## config.mk

```make
export PLATFORM = sky130hd
export DESIGN_NAME = gheq_lut
export DESIGN_NICKNAME = d
export VERILOG_FILES = /design/src/rtl/gheq_pkg.sv /design/src/rtl/gheq_lut.sv
export SDC_FILE = /design/constraint.sdc
export NUM_CORES = 2
export LEC_CHECK = 0
export BUFFER_PORTS_ARGS = -buffer_cell sky130_fd_sc_hd__buf_2
export CORE_ASPECT_RATIO = 0.8
export CORE_MARGIN = 5
export CORE_UTILIZATION = 60
export CTS_CLUSTER_SIZE = 16
export DETAILED_ROUTE_END_ITERATION = 7
export PLACE_DENSITY = 0.73
export SLEW_MARGIN = 25
export SYNTH_ARGS = -nofsm -noshare
export SYNTH_HDL_FRONTEND = slang
export SYNTH_SLANG_ARGS = --single-unit
```

## constraint.sdc

```tcl
create_clock -name clk -period 3 [get_ports clk]
set_input_delay 0.3 -clock clk [delete_from_list [all_inputs] [get_ports clk]]
set_output_delay 0.3 -clock clk [all_outputs]
set_load 0.03 [all_outputs]
```

## src/rtl/gheq_pkg.sv

```systemverilog
`timescale 1ns / 1ps
// Shared constants, request structs and helper functions of the histogram equalizer.
// No dependencies.
package gheq_pkg;

    localparam int GREY_LEVELS = 256;
    localparam int MAX_SIDE    = 4096;

    localparam int PIX_W     = 8;
    localparam int OUT_W     = 8;
    localparam int DIM_W     = 13;
    localparam int BIN_W     = 24;
    localparam int CFG_IDX_W = 2;

    localparam int LEVEL_W = $clog2(GREY_LEVELS);
    localparam int SIDE_W  = $clog2(MAX_SIDE + 1);
    localparam int N_W     = 2 * SIDE_W;
    localparam int DEN_W   = N_W + 1;
    localparam int CDF_W   = BIN_W + LEVEL_W;
    localparam int P_W     = CDF_W + LEVEL_W + 1;
    localparam int NUM_W   = ((P_W > N_W) ? P_W : N_W) + 1;

    localparam logic [LEVEL_W-1:0] TOP_LEVEL = LEVEL_W'(GREY_LEVELS - 1);
    localparam logic [BIN_W-1:0]   BIN_MAX   = '1;

    localparam logic CMD_COUNT = 1'b0;
    localparam logic CMD_MAP   = 1'b1;

    localparam logic [CFG_IDX_W-1:0] CFG_IMAGE_WIDTH  = CFG_IDX_W'(0);
    localparam logic [CFG_IDX_W-1:0] CFG_IMAGE_HEIGHT = CFG_IDX_W'(1);

    localparam logic [DIM_W-1:0] RST_IMAGE_WIDTH  = DIM_W'(640);
    localparam logic [DIM_W-1:0] RST_IMAGE_HEIGHT = DIM_W'(480);

    // Histogram port: count update and sweep read never issue together.
    typedef struct packed {
        logic               cnt_en;
        logic               clr;
        logic [LEVEL_W-1:0] cnt_idx;
        logic               rd_en;
        logic [LEVEL_W-1:0] rd_idx;
    } hist_req_t;

    typedef struct packed {
        logic               we;
        logic [LEVEL_W-1:0] waddr;
        logic [LEVEL_W-1:0] wdata;
        logic               re;
        logic [LEVEL_W-1:0] raddr;
    } lut_req_t;

    // Zero reads as one, oversize reads as the largest side.
    function automatic logic [SIDE_W-1:0] clamp_side(input logic [DIM_W-1:0] v);
        logic [SIDE_W-1:0] r;
        begin
            if (v == '0)
            begin
                r = SIDE_W'(1);
            end
            else if (int'(v) > MAX_SIDE)
            begin
                r = SIDE_W'(MAX_SIDE);
            end
            else
            begin
                r = SIDE_W'(v);
            end
            return r;
        end
    endfunction

    function automatic logic [LEVEL_W-1:0] level_index(input logic [PIX_W-1:0] p);
        logic [LEVEL_W-1:0] r;
        begin
            if (int'(p) >= GREY_LEVELS)
            begin
                r = TOP_LEVEL;
            end
            else
            begin
                r = LEVEL_W'(p);
            end
            return r;
        end
    endfunction

endpackage

```

## src/rtl/gheq_lut.sv

```systemverilog
`timescale 1ns / 1ps
// Mapping table RAM: one write and one registered read per cycle.
// Depends on gheq_pkg.
module gheq_lut (
    input  logic                         clk,
    input  gheq_pkg::lut_req_t           req,
    output logic [gheq_pkg::LEVEL_W-1:0] rdata
);

    logic [gheq_pkg::LEVEL_W-1:0] lut_ram [gheq_pkg::GREY_LEVELS];
    logic [gheq_pkg::LEVEL_W-1:0] rdata_reg;

    assign rdata = rdata_reg;

    always_ff @(posedge clk)
    begin
        if (req.we)
        begin
            lut_ram[req.waddr] <= req.wdata;
        end
        if (req.re)
        begin
            rdata_reg <= lut_ram[req.raddr];
        end
    end

endmodule

```

==> qor.txt <==
Top Metal Used: met4
post-cts sizing count: 0
worst-skew pair later-pin latency: 0.83 ns
sequential cell area fraction in the yosys report: 77.5%
max reg flops: 2048
# DRC: 0
EDFF count, synth: 2056
Worst Setup Start Kind: flip-flop
largest fanout on the critical path: 1
antenna-violating nets left: 0
Max Clock Skew: 0.0278 ns
final setup violation count: 0
pin count of the biggest net entering global routing: 117
H-Tree Depth: 4
Mean Syn Cell Area: 21.3 µm²
setup TNS: 0 ns
layout cell share with drive strength beyond 1: 30.2%
num rows: 119
Worst Setup End Kind: flip-flop
Period minus WS final: 2.97 ns
initial drt markers: 5854
flops & latches, synth: 2056
initial antenna violation count: 3
Routed WL per cell: 32.1 µm
WL met3: 24.0 mm
CTS Hold Bufs: 1
Die Ht: 336 µm
Max Cap Viol: 0
clk slew on worst S/H paths: 0.06 ns
Netlist cell types: 54
TritonRoute pass-1 iters: 5
Setup Fix Bufs, Post-CTS: 0
metal2 WL: 92.6 mm
Total GRT Usage: 28.9%
post-synth net total: 3760
Tcrit/Tclk final: 99.1%
final hold vios: 0
Critical Path Most Common Cell: mux4_2
Die Wd: 417 µm
worst path cell trace: mux4_2, mux4_2, nor2b_1, nor4_1, buf_4, nor4_2
WP data required: 3.57 ns
vias in the first global route: 41300
CTS Buf Count: 183
Root Buffer: clkbuf_16
DP Area: 85700 µm²
dpl hpwl: 124 mm
Top FF cell, synth: edfxtp_1
WS Path Type: flip-flop to flip-flop
worst-case clock buffer depth: 3
Async S/R FF share, synth: 0%
VDD IR max: 0.000631 V
CORE AREA: 132000 µm²
die area: 140000 µm²
first-pass GRT wire length: 290 mm
leakage: 29.5 nW
RSZ-0062 raised after global routing: false
TritonCTS clock tree: built
Synth Instances: 3733
I/O pin count: 35
total gr overflow: 0
final instance area: 91700 µm²
slowest library cell on the worst path: nor4_1
clk sinks: 2056
PortBufs: 34
Fmax: 336 MHz
Least-Margin Pin Slew: 1.14 ns
synthesized area: 79600 µm²
pwr dens: 637 nW/µm²
final WL: 198 mm
routability congestion estimate from global placement: 0.897
Hold Crit Class: input port to flip-flop
Max stage delay on crit path: 0.84 ns
WL met1: 75.8 mm
DR vias/cell: 6.68
slew margin rel.: 23.2%
Worst Path Arrival: 3.54 ns
count of pins over their slew limit: 0
Yosys warnings: 0
DR vias: 41300
status: completed
Area Overhead vs Synth: 15.1%
Starting Density: 60.4%
Final nets: 4310
-- cell usage after synthesis, drive strengths merged (2+ instances only) --
| library cell | count | area, µm² |
|---|---|---|
| nand2 | 33 | 124 |
| a221oi | 14 | 129 |
| o22ai | 28 | 175 |
| a2111oi | 5 | 52.6 |
| nand3b | 2 | 15.0 |
| or2 | 4 | 25.0 |
| nor3 | 22 | 110 |
| nand3 | 34 | 170 |
| mux4 | 456 | 10300 |
| a22oi | 133 | 998 |
| nand4 | 10 | 62.6 |
| and3b | 2 | 17.5 |
| a31oi | 2 | 12.5 |
| o211ai | 10 | 75.1 |
| a211oi | 16 | 120 |
| nor2 | 282 | 1060 |
| clkbuf | 111 | 417 |
| nand2b | 8 | 50.1 |
| o32ai | 5 | 51.3 |
| o221ai | 47 | 418 |
| mux2i | 134 | 1340 |
| a22o | 8 | 70.1 |
| and2 | 6 | 37.5 |
| nor2b | 31 | 194 |
| a311oi | 2 | 17.5 |
| o21ai | 12 | 60.1 |
| a21oi | 96 | 480 |
| nor4 | 27 | 188 |
| o22a | 5 | 43.8 |
| buf | 122 | 1030 |
| edfxtp | 2056 | 61700 |
-- power breakdown --
group	internal, mW	switching [mW]
clock	13.3	10.2
sequential	31.7	0.0422
combinational	1.20	1.95
-- per-layer routing --
layer	vias up	GRT usage, %
li1	16800	-
met1	21400	43.5
met2	2742	43.7
met3	326	6.18
met4	0	8.73
met5	-	0
-- path summary, 6_finish.rpt --
kind | slack [ns] | start | endpoint | cells after the start
setup / recovery | 0.03 | lut_ram[67][0] | rdata[0] | 6
hold / removal | 0.07 | req[9] | lut_ram[207][0] | 1
setup reg to reg | 0.03 | lut_ram[67][0] | rdata[0] | 6
hold reg to reg | 1.16 | lut_ram[32][5] | rdata[5] | 7
-- worst max-delay path, delay by kind of cell, from the launching register on --
kind,cells,cell delay (ns)
buffers and inverters,1,0.24
flip-flops,1,0.37
multiplexers,2,1.06
AND/OR/NAND/NOR,3,1.05
-- cell type report --
type                       instances  area, µm²
sequential                      2056      61700
fill                            7776      40100
multi-input combinational       1442      16500
timing repair buffer             598       5270
clock buffer                     210       4740
tap                             1754       2190
clock inverter                   119       1200
inverter                           2       7.51
antenna                            3       7.51
-- logic make-up (layout without fill, tap and decap cells) --
| kind of cell | after synthesis | count (layout) | synth area share (%) |
|---|---|---|---|
| AOI/OAI and AO/OA | 385 | 385 | 3.42 |
| buffers and inverters | 235 | 929 | 1.83 |
| DFF | 2056 | 2056 | 77.5 |
| muxes | 591 | 591 | 14.6 |
| other | 0 | 3 | 0 |
| and+or+nand+nor | 466 | 466 | 2.63 |
-- metrics by stage --
| stage | util, % | std cells | power (mW) | setup WS [ns] | hold WS [ns] |
|---|---|---|---|---|---|
| 5_1_grt | 69.6 | 6181 | 60.1 | 0.0393 | 0.0702 |
| 3_5_place_dp | 65.0 | 5851 | 35.5 | -0.551 | 0.769 |
| 4_1_cts | 69.6 | 6181 | 58.6 | 0.0753 | 0.0351 |
| 2_1_floorplan | - | 3733 | 33.9 | 0.624 | 0.399 |
| 6_report | 69.6 | 6184 | 58.4 | 0.0267 | 0.0743 |
| 3_3_place_gp | 65.0 | 5850 | 35.4 | -0.767 | 0.771 |
-- placed cells by master, fill, tap and decap left out, types with 9 or more instances in the layout --
| master | count |
|---|---|
| clkbuf_16 | 186 |
| nor4_1 | 21 |
| buf_12 | 62 |
| o22ai_1 | 28 |
| bufinv_16 | 23 |
| nor2_1 | 279 |
| nand3_1 | 34 |
| nor3_1 | 21 |
| a221oi_1 | 13 |
| o221ai_1 | 46 |
| o211ai_1 | 10 |
| edfxtp_1 | 2056 |
| buf_4 | 501 |
| nand4_1 | 10 |
| a21oi_1 | 96 |
| buf_2 | 24 |
| a22oi_1 | 133 |
| clkinv_1 | 45 |
| o21ai_0 | 10 |
| a211oi_1 | 16 |
| nor2b_1 | 28 |
| mux2i_1 | 134 |
| clkinv_2 | 33 |
| clkbuf_1 | 24 |
| inv_6 | 9 |
| nand2_1 | 33 |
| mux4_2 | 454 |
Power figures use the tool's default switching activity.
