$ cat src/rtl/gheq_pkg.sv
`timescale 1ns / 1ps
// Shared constants, request structs and helper functions of the histogram equalizer.
// No dependencies.
package gheq_pkg;

    localparam int GREY_LEVELS = 256;
    localparam int MAX_SIDE    = 4096;

    localparam int PIX_W     = 8;
    localparam int OUT_W     = 8;
    localparam int DIM_W     = 13;
    localparam int BIN_W     = 24;
    localparam int CFG_IDX_W = 2;

    localparam int LEVEL_W = $clog2(GREY_LEVELS);
    localparam int SIDE_W  = $clog2(MAX_SIDE + 1);
    localparam int N_W     = 2 * SIDE_W;
    localparam int DEN_W   = N_W + 1;
    localparam int CDF_W   = BIN_W + LEVEL_W;
    localparam int P_W     = CDF_W + LEVEL_W + 1;
    localparam int NUM_W   = ((P_W > N_W) ? P_W : N_W) + 1;

    localparam logic [LEVEL_W-1:0] TOP_LEVEL = LEVEL_W'(GREY_LEVELS - 1);
    localparam logic [BIN_W-1:0]   BIN_MAX   = '1;

    localparam logic CMD_COUNT = 1'b0;
    localparam logic CMD_MAP   = 1'b1;

    localparam logic [CFG_IDX_W-1:0] CFG_IMAGE_WIDTH  = CFG_IDX_W'(0);
    localparam logic [CFG_IDX_W-1:0] CFG_IMAGE_HEIGHT = CFG_IDX_W'(1);

    localparam logic [DIM_W-1:0] RST_IMAGE_WIDTH  = DIM_W'(640);
    localparam logic [DIM_W-1:0] RST_IMAGE_HEIGHT = DIM_W'(480);

    // Histogram port: count update and sweep read never issue together.
    typedef struct packed {
        logic               cnt_en;
        logic               clr;
        logic [LEVEL_W-1:0] cnt_idx;
        logic               rd_en;
        logic [LEVEL_W-1:0] rd_idx;
    } hist_req_t;

    typedef struct packed {
        logic               we;
        logic [LEVEL_W-1:0] waddr;
        logic [LEVEL_W-1:0] wdata;
        logic               re;
        logic [LEVEL_W-1:0] raddr;
    } lut_req_t;

    // Zero reads as one, oversize reads as the largest side.
    function automatic logic [SIDE_W-1:0] clamp_side(input logic [DIM_W-1:0] v);
        logic [SIDE_W-1:0] r;
        begin
            if (v == '0)
            begin
                r = SIDE_W'(1);
            end
            else if (int'(v) > MAX_SIDE)
            begin
                r = SIDE_W'(MAX_SIDE);
            end
            else
            begin
                r = SIDE_W'(v);
            end
            return r;
        end
    endfunction

    function automatic logic [LEVEL_W-1:0] level_index(input logic [PIX_W-1:0] p);
        logic [LEVEL_W-1:0] r;
        begin
            if (int'(p) >= GREY_LEVELS)
            begin
                r = TOP_LEVEL;
            end
            else
            begin
                r = LEVEL_W'(p);
            end
            return r;
        end
    endfunction

endpackage

$ cat src/rtl/gheq_div.sv
`timescale 1ns / 1ps
// Restoring divider, one quotient bit per cycle, result capped at the top grey level.
// Depends on gheq_pkg. The divisor must stay stable until done.
module gheq_div (
    input  logic                         clk,
    input  logic                         rst_n,
    input  logic                         start,
    input  logic [gheq_pkg::NUM_W-1:0]   num,
    input  logic [gheq_pkg::DEN_W-1:0]   den,
    output logic                         done,
    output logic [gheq_pkg::LEVEL_W-1:0] quot
);

    localparam int LW    = gheq_pkg::LEVEL_W;
    localparam int DW    = gheq_pkg::DEN_W;
    localparam int NW    = gheq_pkg::NUM_W;
    localparam int CNT_W = $clog2(LW + 1);
    localparam int CMP_W = (NW > DW + LW) ? NW : DW + LW;
    localparam logic [CNT_W-1:0] LAST_STEP = CNT_W'(LW - 1);

    logic             busy_reg;
    logic             done_reg;
    logic [CNT_W-1:0] cnt_reg;
    logic [DW-1:0]    rem_reg;
    logic [LW-1:0]    lo_reg;
    logic [LW-1:0]    q_reg;
    logic [LW-1:0]    quot_reg;

    logic             cap;
    logic [NW+DW-1:0] head_wide;
    logic [DW:0]      sh;
    logic             ge;
    logic [DW-1:0]    rem_step;
    logic [LW-1:0]    q_step;

    // Quotient of 2^LW or more is past the top level anyway.
    assign cap       = CMP_W'(num) >= (CMP_W'(den) << LW);
    assign head_wide = (NW + DW)'(num >> LW);

    assign sh       = {rem_reg, lo_reg[LW-1]};
    assign ge       = sh >= {1'b0, den};
    assign rem_step = ge ? DW'(sh - {1'b0, den}) : sh[DW-1:0];
    assign q_step   = LW'({q_reg, ge});

    assign done = done_reg;
    assign quot = quot_reg;

    always_ff @(posedge clk)
    begin
        if (start)
        begin
            rem_reg <= head_wide[DW-1:0];
            lo_reg  <= num[LW-1:0];
            q_reg   <= '0;
            if (cap)
            begin
                quot_reg <= gheq_pkg::TOP_LEVEL;
            end
        end
        else if (busy_reg)
        begin
            rem_reg <= rem_step;
            lo_reg  <= lo_reg << 1;
            q_reg   <= q_step;
            if (cnt_reg == LAST_STEP)
            begin
                quot_reg <= (q_step > gheq_pkg::TOP_LEVEL) ? gheq_pkg::TOP_LEVEL : q_step;
            end
        end
    end

    always_ff @(posedge clk or negedge rst_n)
    begin
        if (!rst_n)
        begin
            busy_reg <= 1'b0;
            done_reg <= 1'b0;
            cnt_reg  <= '0;
        end
        else
        begin
            done_reg <= 1'b0;
            if (start)
            begin
                cnt_reg  <= '0;
                busy_reg <= !cap;
                done_reg <= cap;
            end
            else if (busy_reg)
            begin
                cnt_reg <= cnt_reg + CNT_W'(1);
                if (cnt_reg == LAST_STEP)
                begin
                    busy_reg <= 1'b0;
                    done_reg <= 1'b1;
                end
            end
        end
    end

endmodule

$ cat config.mk
export PLATFORM = sky130hd
export DESIGN_NAME = gheq_div
export DESIGN_NICKNAME = d
export VERILOG_FILES = /design/src/rtl/gheq_pkg.sv /design/src/rtl/gheq_div.sv
export SDC_FILE = /design/constraint.sdc
export NUM_CORES = 1
export LEC_CHECK = 0
export BUFFER_PORTS_ARGS = -buffer_cell sky130_fd_sc_hd__buf_2
export CORE_ASPECT_RATIO = 0.5
export CORE_UTILIZATION = 44
export CTS_BUF_LIST = sky130_fd_sc_hd__clkbuf_4
export CTS_CLUSTER_DIAMETER = 120
export DETAILED_ROUTE_END_ITERATION = 16
export HOLD_SLACK_MARGIN = 0.02
export PLACE_DENSITY = 0.65
export SLEW_MARGIN = 25
export SYNTH_ARGS = -nofsm -noshare
export SYNTH_HDL_FRONTEND = slang
export SYNTH_SLANG_ARGS = --single-unit
export TNS_END_PERCENT = 5
$ cat constraint.sdc
create_clock -name clk -period 4.2 [get_ports clk]
set_clock_uncertainty 0.15 [all_clocks]
set_input_delay 0.84 -clock clk [delete_from_list [all_inputs] [get_ports clk]]
set_output_delay 0.84 -clock clk [all_outputs]
set_load 0.005 [all_outputs]
==> results of run 1 <==
[per-layer routing]
metal | GRT usage (%) | vias to the layer above | share of wire, %
met4 | 3.860 | 0 | 0.58
met5 | 0 | - | 0
met1 | 29.46 | 1747 | 53
li1 | - | 1909 | -
met2 | 32.59 | 72 | 43
met3 | 3.006 | 6 | 3.9
[worst register-to-register path, stage by stage, from the launching register on]
cell,delay (ns)
edfxtp_1,0.41
inv_1,0.09
ha_1,0.19
fa_1,0.19
nand2b_1,0.16
a21oi_2,0.08
o41a_4,0.46
a21oi_4,0.18
o21a_4,0.17
nor4_4,0.05
nor2_2,0.78
nor2_1,0.20
a221o_1,0.36
[how the worst max path moves through the flow]
stage / endpoint / cells past startpoint
final: rem_reg[23] / 12
after global routing: rem_reg[23] / 12
after CTS: rem_reg[23] / 12
after detailed placement: rem_reg[23] / 12
after global placement: rem_reg[0] / 13
after floorplan: rem_reg[23] / 12
[stage by stage]
stage / power, W / std cells / hold WS (ns) / instance area (µm²) / utilization [%]
2_1_floorplan: 0.001194 / 477 / 0.3023 / 4557 / -
3_3_place_gp: 0.001357 / 684 / 0.3284 / 5102 / 52.28
3_5_place_dp: 0.001360 / 684 / 0.3552 / 5102 / 52.28
4_1_cts: 0.001629 / 692 / 0.05258 / 5166 / 52.94
5_1_grt: 0.001737 / 692 / 0.03731 / 5166 / 52.94
6_report: 0.001628 / 692 / 0.06345 / 5166 / 52.94
[cell usage in the layout (no fill, tap or decap), types with 8 or more instances in the layout]
cell type  count
o21ai_0       16
mux2i_1        8
a21o_1        22
a21oi_1       47
xnor2_1       16
buf_2         80
ha_1          55
nand4_1       12
edfxtp_1      43
buf_4         11
nor2_1        33
xor2_1         8
nand2_1       33
nand2b_1       8
inv_1         38
a2bb2oi_1     17
or2_2          9
[power breakdown]
group	total, W	leakage [nW]	switching, W	internal (W)
logic	0.000670	1.80	0.000371	0.000299
registers	0.000686	0.556	0.0000253	0.000661
clock network	0.000271	0.0376	0.000200	0.0000716
total	0.00163	2.39	0.000596	0.00103
[cell families (layout without fill, tap and decap cells)]
group | count (synthesis) | in the layout
xor gates and xnor gates | 24 | 24
adders and majority gates | 56 | 56
buffers and inverters | 57 | 137
and+or+nand+nor | 127 | 127
DFF | 56 | 56
muxes | 15 | 15
AOI/OAI and AO/OA | 142 | 142
[area by class of cell]
class / instances / area share [%]
clock buffer: 5 / 0.7266
clock inverter: 3 / 0.5086
inverter: 38 / 2.761
multi-input combinational: 364 / 52.77
sequential: 56 / 30.61
tap: 135 / 3.270
timing repair buffer: 91 / 9.349
==> results.cfg, run 1 <==
[synth]
syn-num-nets = 605
synth_fa_ha_area_share_pct = 15.54
synth-compound-area-share_pct = 22.02
muxShareOfSynthArea_pct = 3.487
yosysUniqueCellTypes = 58
synth_seq_cells = 56
netlist_instances = 477
ys_dominant_reg_cell = edfxtp_1
netlist.area_leader.share_pct = 28.34
synthSimpleGateAreaFrac_pct = 14.17
async_reset_ff_share_pct = 10.71
synth_top_family_by_area = compound AO/OA/AOI/OAI gates
synth_xor_area_share_pct = 4.613
synth-edff-count = 43
ys_warn_count = 0
synth_area_per_cell_um2 = 9.553
netlist_top_cells_count = ha_1, a21oi_1, edfxtp_1, inv_1
yosys.cell_count.top_type = ha_1
ys_seq_area_share_pct = 34.71
syn-cell-area_mm2 = 0.004557
ys_top_cells_by_area = edfxtp_1, ha_1, a21oi_1
synth_top_cell_by_area = edfxtp_1

[grt]
first_global_vias = 3537
grt_pass1_wl_um = 17220
grt_overflow = 0
grt_use_total_pct = 20.27
grt_max_degree = 39
antenna_found_initial = 0

[die]
io-pin-count = 81
fp.dieW_um = 145.9
coreArea_mm2 = 0.009759
start_util_pct = 46.69
fp.dieH_um = 73.96
die_area_mm2 = 0.01079
rows = 25

[setup_path]
path_class = input port to flip-flop
max_stage_delay_ns = 0.78
crit_chain = buf_2, ha_1, fa_1, nand2b_1, a21oi_2, o41a_4, a21oi_4, o21a_4, nor4_4, nor2_2, nor2_1, a221o_1
crit_path_end_kind = flip-flop
startpoint_type = input port
path_buf_inv = 1
crit_arrival_ns = 3.75
cpMaxStageDelayCell = nor2_2
reg2reg_from = lo_reg[7]
startpoint = den[0]
reg2reg_slack_ns = 0.54
crit_path_max_fanout = 22
cp_top_family = compound AO/OA/AOI/OAI gates
required_ns = 4.24
r2r_end = rem_reg[23]
reg2regPathDepth = 12

[place]
post-place-ws_ns = -0.006327
place.gp.congestion = 0.8650
dp_hpwl_um = 8137
portBuffers = 80

[routing]
drc = 0
dr_total_vias = 3734
viasPerCell = 5.396
first_iter_violations = 233
drt-wirelength-per-cell_um = 15.42
routed_wl_um = 10670
drtAntennaViolNets = 0
first_pass_iters = 4

[sta]
worst_slack_ns = 0.4912
slew_viol_final = 0
tns_ns = 0
period_needed_ns = 3.709
hold_violations = 0
rsz0062_at_grt = no
fmaxAchievable_mhz = 269.6
fin_crit_sh_pct = 88.30
tightest_slew_ns = 0.9918
slew_headroom_pct = 33.81
setup_viol = 0

[layout]
antenna_cells = 0
multi_input_area_mm2 = 0.002726
regArea_mm2 = 0.001582
drive_gt1_share_pct = 23.70
nets = 684
fillCellCount = 924
syn_to_final_growth_pct = 13.37
largest_reg_flops = 27

[clock_tree]
clk_latency_ns = 0.40
path_clk_slew_ns = 0.19
cts_setup_buffers = 0
ctsLongestPathBuffers = 2
numCtsBuffers = 5
clock-sinks = 56
cts_tree = built
root_buffer = clkbuf_4
cts_hold_buf = 0
cts_resized = 0
cts_max_level = 2

[power]
p_per_area_mw_per_mm2 = 315.1
ir_drop_mv = 0.1332
p_leak_nw = 2.394

[run_status]
status = completed

[hold_path]
hold_path_class = input port to async pin

[job]
drv_cap = 0
Power figures use the tool's default switching activity.
==> run 2, diff against run 1 <==
--- a/config.mk
+++ b/config.mk
@@ -12,7 +12,8 @@
 export CTS_CLUSTER_DIAMETER = 120
 export DETAILED_ROUTE_END_ITERATION = 16
 export HOLD_SLACK_MARGIN = 0.02
-export PLACE_DENSITY = 0.65
+export PLACE_DENSITY = 0.68
+export RECOVER_POWER = 50
 export SLEW_MARGIN = 25
 export SYNTH_ARGS = -nofsm -noshare
 export SYNTH_HDL_FRONTEND = slang
==> constraint.sdc (replaced) <==
create_clock -name clk -period 3.2 [get_ports clk]
set_clock_uncertainty 0.15 [all_clocks]
set_input_delay 0.64 -clock clk [delete_from_list [all_inputs] [get_ports clk]]
set_output_delay 0.64 -clock clk [all_outputs]
set_load 0.005 [all_outputs]
==> run 2 against run 1 <==
Net effect:
- the run now ends with max-capacitance violations, max-slew violations left
- via count increased by 6.6%
- cell count up 8.2%
- first-iteration DRC count unchanged
- worst setup slack got worse by 0.28 ns
- critical path depth grew 1
- die area did not move
- sequential power increased by 31%
- final area rose by 8.8%
- clock power up 32%
- register-to-register slack got worse by 0.33 ns
- worst hold slack better by 0.32 ns
- clock-buffer cell count unchanged
==> results.cfg, run 2 (same netlist as run 1, synthesis figures left out) <==
[die]
fp.dieH_um = 73.96
start_util_pct = 46.69
die_area_mm2 = 0.01079
coreArea_mm2 = 0.009759
rows = 25
io-pin-count = 81
fp.dieW_um = 145.9

[grt]
grt_max_degree = 38
first_global_vias = 3900
grt_use_total_pct = 21.73
antenna_found_initial = 0
grt_pass1_wl_um = 18490
grt_overflow = 0

[power]
finalPower_w = 0.002286
clkPwrFrac_pct = 15.7
p_per_area_mw_per_mm2 = 406.7
p_int_w = 0.001466
swShare_pct = 35.86
ir_drop_mv = 0.1716
p_seq_share_pct = 39.4
p_leak_nw = 2.661
p_switching_w = 0.0008197
combinationalPowerShare_pct = 44.9

[setup_path]
crit_chain = inv_1, ha_1, fa_2, nand2b_4, a21oi_2, o41a_4, a21oi_4, o21a_4, nor4_4, nor2_2, buf_12, and3_1, a221o_1
crit_arrival_ns = 3.03
required_ns = 3.24
path_class = flip-flop to flip-flop
startpoint_type = flip-flop
crit_path_max_fanout = 11
cpMaxStageDelayCell = edfxtp_1
crit_path_end_kind = flip-flop
max_stage_delay_ns = 0.36

[routing]
first_iter_violations = 233
drt-wirelength-per-cell_um = 14.88
drc = 0
first_pass_iters = 4
viasPerCell = 5.312
drtAntennaViolNets = 0
routed_wl_um = 11150
dr_total_vias = 3979

[hold_path]
hold_path_class = flip-flop to flip-flop

[clock_tree]
cts_tree = built
cts_hold_buf = 1
cts_setup_buffers = 0
clk_latency_ns = 0.42
cts_resized = 0
numCtsBuffers = 5
clock-sinks = 56
cts_max_level = 2
root_buffer = clkbuf_4
ctsLongestPathBuffers = 2
path_clk_slew_ns = 0.20

[sta]
period_needed_ns = 2.991
hold_violations = 0
slew_viol_final = 38
fmaxAchievable_mhz = 334.4
fin_crit_sh_pct = 93.46
rsz0062_at_grt = no
hold_ws_ns = 0.3854
tightest_slew_ns = 1.580
setup_viol = 0
slew_headroom_pct = -5.303

[layout]
syn_to_final_growth_pct = 23.34
nets = 741
final_common_cell = buf_2
stdcell_area_mm2 = 0.005620
drive_gt1_share_pct = 29.97
fin_util_pct = 57.59
antenna_cells = 0
largest_reg_flops = 27
final_cell_mix = buf_2, buf_4, ha_1

[job]
drv_cap = 1

[place]
postPlaceCellArea_mm2 = 0.005558
dp_hpwl_um = 8857
place.gp.congestion = 0.8713
portBuffers = 80

[run_status]
status = finished with violations
violations = max-capacitance violations, max-slew violations
-- run 2: cell count changes in the layout (fill, tap and decap cells not counted), moves of 2 or more --
cell and change:
buf_12 +2, buf_2 -5, buf_4 +52, clkbuf_1 +6
-- run 2: power groups by stage --
stage          sequential (W)  combinational (W)  clock [W]
2_1_floorplan        0.000904           0.000667          0
3_3_place_gp         0.000914            0.00100          0
3_5_place_dp         0.000915            0.00102          0
4_1_cts              0.000899            0.00103   0.000365
5_1_grt              0.000907            0.00114   0.000394
6_report             0.000900            0.00103   0.000359
-- run 2: layout make-up --
cell class,count,area [µm²]
clock buffers,5,37.54
fillers,918,4139
well taps,135,168.9
inverters,38,142.6
flip-flops and latches,56,1582
clock inverters,3,27.53
repair buffers,148,925.9
multi-input cells,364,2736
-- run 2: routing by layer --
layer / routed length (µm) / vias up / global-route usage, %
li1: - / 2023 / -
met1: 5524 / 1880 / 29.45
met2: 5154 / 66 / 37.53
met3: 382 / 10 / 3.497
met4: 85 / 0 / 4.211
met5: 0 / - / 0
-- run 2: worst paths after layout --
kind,from,endpoint,slack [ns],cells after the start
max,lo_reg[7],rem_reg[23],0.21,13
min,q_reg[6],q_reg[6],0.39,2
max reg2reg,lo_reg[7],rem_reg[23],0.21,13
min reg2reg,q_reg[6],q_reg[6],0.39,2
max in group asynchronous,rst_n,done,2.20,2
min in group asynchronous,rst_n,cnt_reg[3],0.46,2
-- run 2: stage by stage --
step / TNS, ns / setup WS (ns) / cells
2_1_floorplan: 0 / 0.02604 / 477
3_3_place_gp: -1.500 / -0.1412 / 740
3_5_place_dp: -3.235 / -0.2150 / 740
4_1_cts: 0 / 0.1991 / 749
5_1_grt: 0 / 0.02932 / 749
6_report: 0 / 0.2092 / 749
-- run 2: worst max-delay path, delay by kind of cell, from the launching register on --
kind                     cells  cell delay, ns
AO/OA/AOI/OAI                5            0.86
adder cells (fa/ha/maj)      2            0.55
AND/OR/NAND/NOR              4            0.63
flip-flops                   1            0.36
buffers and inverters        2            0.21
==> run 3, diff against run 2 <==
--- a/config.mk
+++ b/config.mk
@@ -5,6 +5,7 @@
 export SDC_FILE = /design/constraint.sdc
 export NUM_CORES = 1
 export LEC_CHECK = 0
+export ABC_AREA = 1
 export BUFFER_PORTS_ARGS = -buffer_cell sky130_fd_sc_hd__buf_2
 export CORE_ASPECT_RATIO = 0.5
 export CORE_UTILIZATION = 44
@@ -12,7 +13,7 @@
 export CTS_CLUSTER_DIAMETER = 120
 export DETAILED_ROUTE_END_ITERATION = 16
 export HOLD_SLACK_MARGIN = 0.02
-export PLACE_DENSITY = 0.68
+export PLACE_DENSITY = 0.66
 export RECOVER_POWER = 50
 export SLEW_MARGIN = 25
 export SYNTH_ARGS = -nofsm -noshare
==> run 3 against run 2 <==
Net effect:
- the flow still finishes with violations (max-capacitance violations, max-slew violations)
- flip-flop and latch count did not move
- critical path depth fell by 9
- non-clock buffer count down 59
- sequential power down 1%
- wire length increased by 30%
- cell count is 48% higher
- synthesized cell count increased by 80%
- register-to-register slack improved by 0.34 ns
- clock-buffer cell count stayed put
- highest routed layer unchanged
==> results.cfg, run 3 <==
[clock_tree]
ctsLongestPathBuffers = 2
cts_tree = built
cts_resized = 0
clock-sinks = 56
numCtsBuffers = 5
path_clk_slew_ns = 0.21
cts_max_level = 2
root_buffer = clkbuf_4
clk_latency_ns = 0.42

[routing]
drtAntennaViolNets = 0
drc = 0
routed_wl_um = 14540
first_pass_iters = 5
dr_total_vias = 5378
viasPerCell = 4.858
drt-wirelength-per-cell_um = 13.14
first_iter_violations = 355

[place]
dp_hpwl_um = 11710
dp_cells = 1098
place.gp.congestion = 0.9229
postPlaceCellArea_mm2 = 0.006225
portBuffers = 80

[grt]
grt_overflow = 0
first_global_vias = 4781
grt_max_degree = 45
grt_pass1_wl_um = 23550
antenna_found_initial = 0
grt_use_total_pct = 22.82

[power]
p_per_area_mw_per_mm2 = 372.9
finalPower_w = 0.002344
ir_drop_mv = 0.2395
p_leak_nw = 3.499

[synth]
syn-cell-area_mm2 = 0.005640
netlist.area_leader.share_pct = 22.89
ys_seq_area_share_pct = 28.04
synth_area_per_cell_um2 = 6.559
netlist_top_cells_count = nand2_1, inv_1, ha_1, nand3_1, nor2_1
yosysUniqueCellTypes = 40
synth-edff-count = 43
syn-num-nets = 988
synth_seq_cells = 56
async_reset_ff_share_pct = 10.71
synth_top_cell_by_area = edfxtp_1
ys_warn_count = 0
netlist_instances = 860
yosys.cell_count.top_type = nand2_1
ys_top_cells_by_area = edfxtp_1, nand2_1, ha_1
ys_dominant_reg_cell = edfxtp_1

[setup_path]
crit_path_max_fanout = 44
required_ns = 3.18
crit_arrival_ns = 2.69
startpoint = start
r2r_end = rem_reg[0]
reg2regPathDepth = 13
crit_path_end_kind = flip-flop
reg2reg_from = lo_reg[7]
startpoint_type = input port
path_class = input port to flip-flop
reg2reg_slack_ns = 0.55

[die]
fp.dieW_um = 162.1
coreArea_mm2 = 0.01216
io-pin-count = 81
rows = 28
fp.dieH_um = 82.06
die_area_mm2 = 0.01330
start_util_pct = 46.40

[layout]
multi_input_area_mm2 = 0.003373
largest_reg_flops = 27
regArea_mm2 = 0.001582
nets = 1069
stdcell_area_mm2 = 0.006286
antenna_cells = 0
final_cell_mix = nand2_1, inv_1, buf_2
syn_to_final_growth_pct = 11.45
drive_gt1_share_pct = 12.85
fillCellCount = 1265
fin_cells = 1107
final_common_cell = nand2_1

[hold_path]
hold_path_class = input port to flip-flop
worstHoldPathCells = 3
hold_end = lo_reg[7]
worstHoldStart = num[7]

[sta]
hold_violations = 0
tightest_slew_ns = 2.087
tns_ns = 0
setup_viol = 0
slew_headroom_pct = -39.16
slew_viol_final = 80
fin_crit_sh_pct = 84.74
period_needed_ns = 2.712
fmaxAchievable_mhz = 368.8
rsz0062_at_grt = no

[job]
drv_cap = 2

[run_status]
status = finished with violations
violations = max-capacitance violations, max-slew violations
## run 3: worst max-delay path by stage
stage / slack (ns) / endpoint
final: 0.49 / rem_reg[0]
after global routing: 0.26 / quot[0]
after CTS: 0.60 / rem_reg[11]
after detailed placement: 0.23 / rem_reg[11]
after global placement: 0.30 / rem_reg[11]
after floorplan: 0.33 / quot[0]
## run 3: metrics by stage
step / setup WS, ns / utilization (%) / hold WS [ns]
after floorplan: 0.3350 / - / 0.1944
after global placement: 0.2956 / 51.20 / 0.3114
after detailed placement: 0.2280 / 51.20 / 0.3208
after CTS: 0.6005 / 51.83 / 0.3240
after global routing: 0.2614 / 51.71 / 0.3314
final: 0.4882 / 51.71 / 0.3365
## run 3: cells by family after synthesis
| group | Yosys count | share of synthesized area [%] |
|---|---|---|
| and+or+nand+nor | 508 | 39.84 |
| buffers and inverters | 175 | 12.16 |
| adders and majority gates | 56 | 12.56 |
| DFF | 56 | 28.04 |
| AOI/OAI and AO/OA | 51 | 5.235 |
| xor gates and xnor gates | 14 | 2.174 |
## run 3: repair_timing
item	4_1_cts	5_1_grt
endpoints found under the hold margin	6	0
setup buffers	0	0
hold buffers	1	0
## run 3: layout make-up
class	count	share of cell area [%]
multi-input combinational	629	53.66
sequential	56	25.16
inverter	160	9.554
timing repair buffer	89	7.285
tap	165	3.284
clock buffer	5	0.5971
clock inverter	3	0.4578
## run 3: critical path, stage by stage
cell and delay (ns):
clkbuf_1 0.09, clkinv_1 0.15, clkbuf_1 1.51, o21ai_0 0.28
## run 3: per-layer routing
metal	global-route usage, %	up-vias	share of wire, %
met2	34.68	151	38
met5	0	-	0
met1	34.27	2368	54
met4	2.830	0	0.55
met3	3.737	9	6.8
li1	-	2850	-
## run 3: where the power goes
part | total, W | switching, W | internal [W]
registers | 0.000887 | 0.0000258 | 0.000861
logic | 0.00108 | 0.000679 | 0.000399
clock network | 0.000379 | 0.000282 | 0.0000978
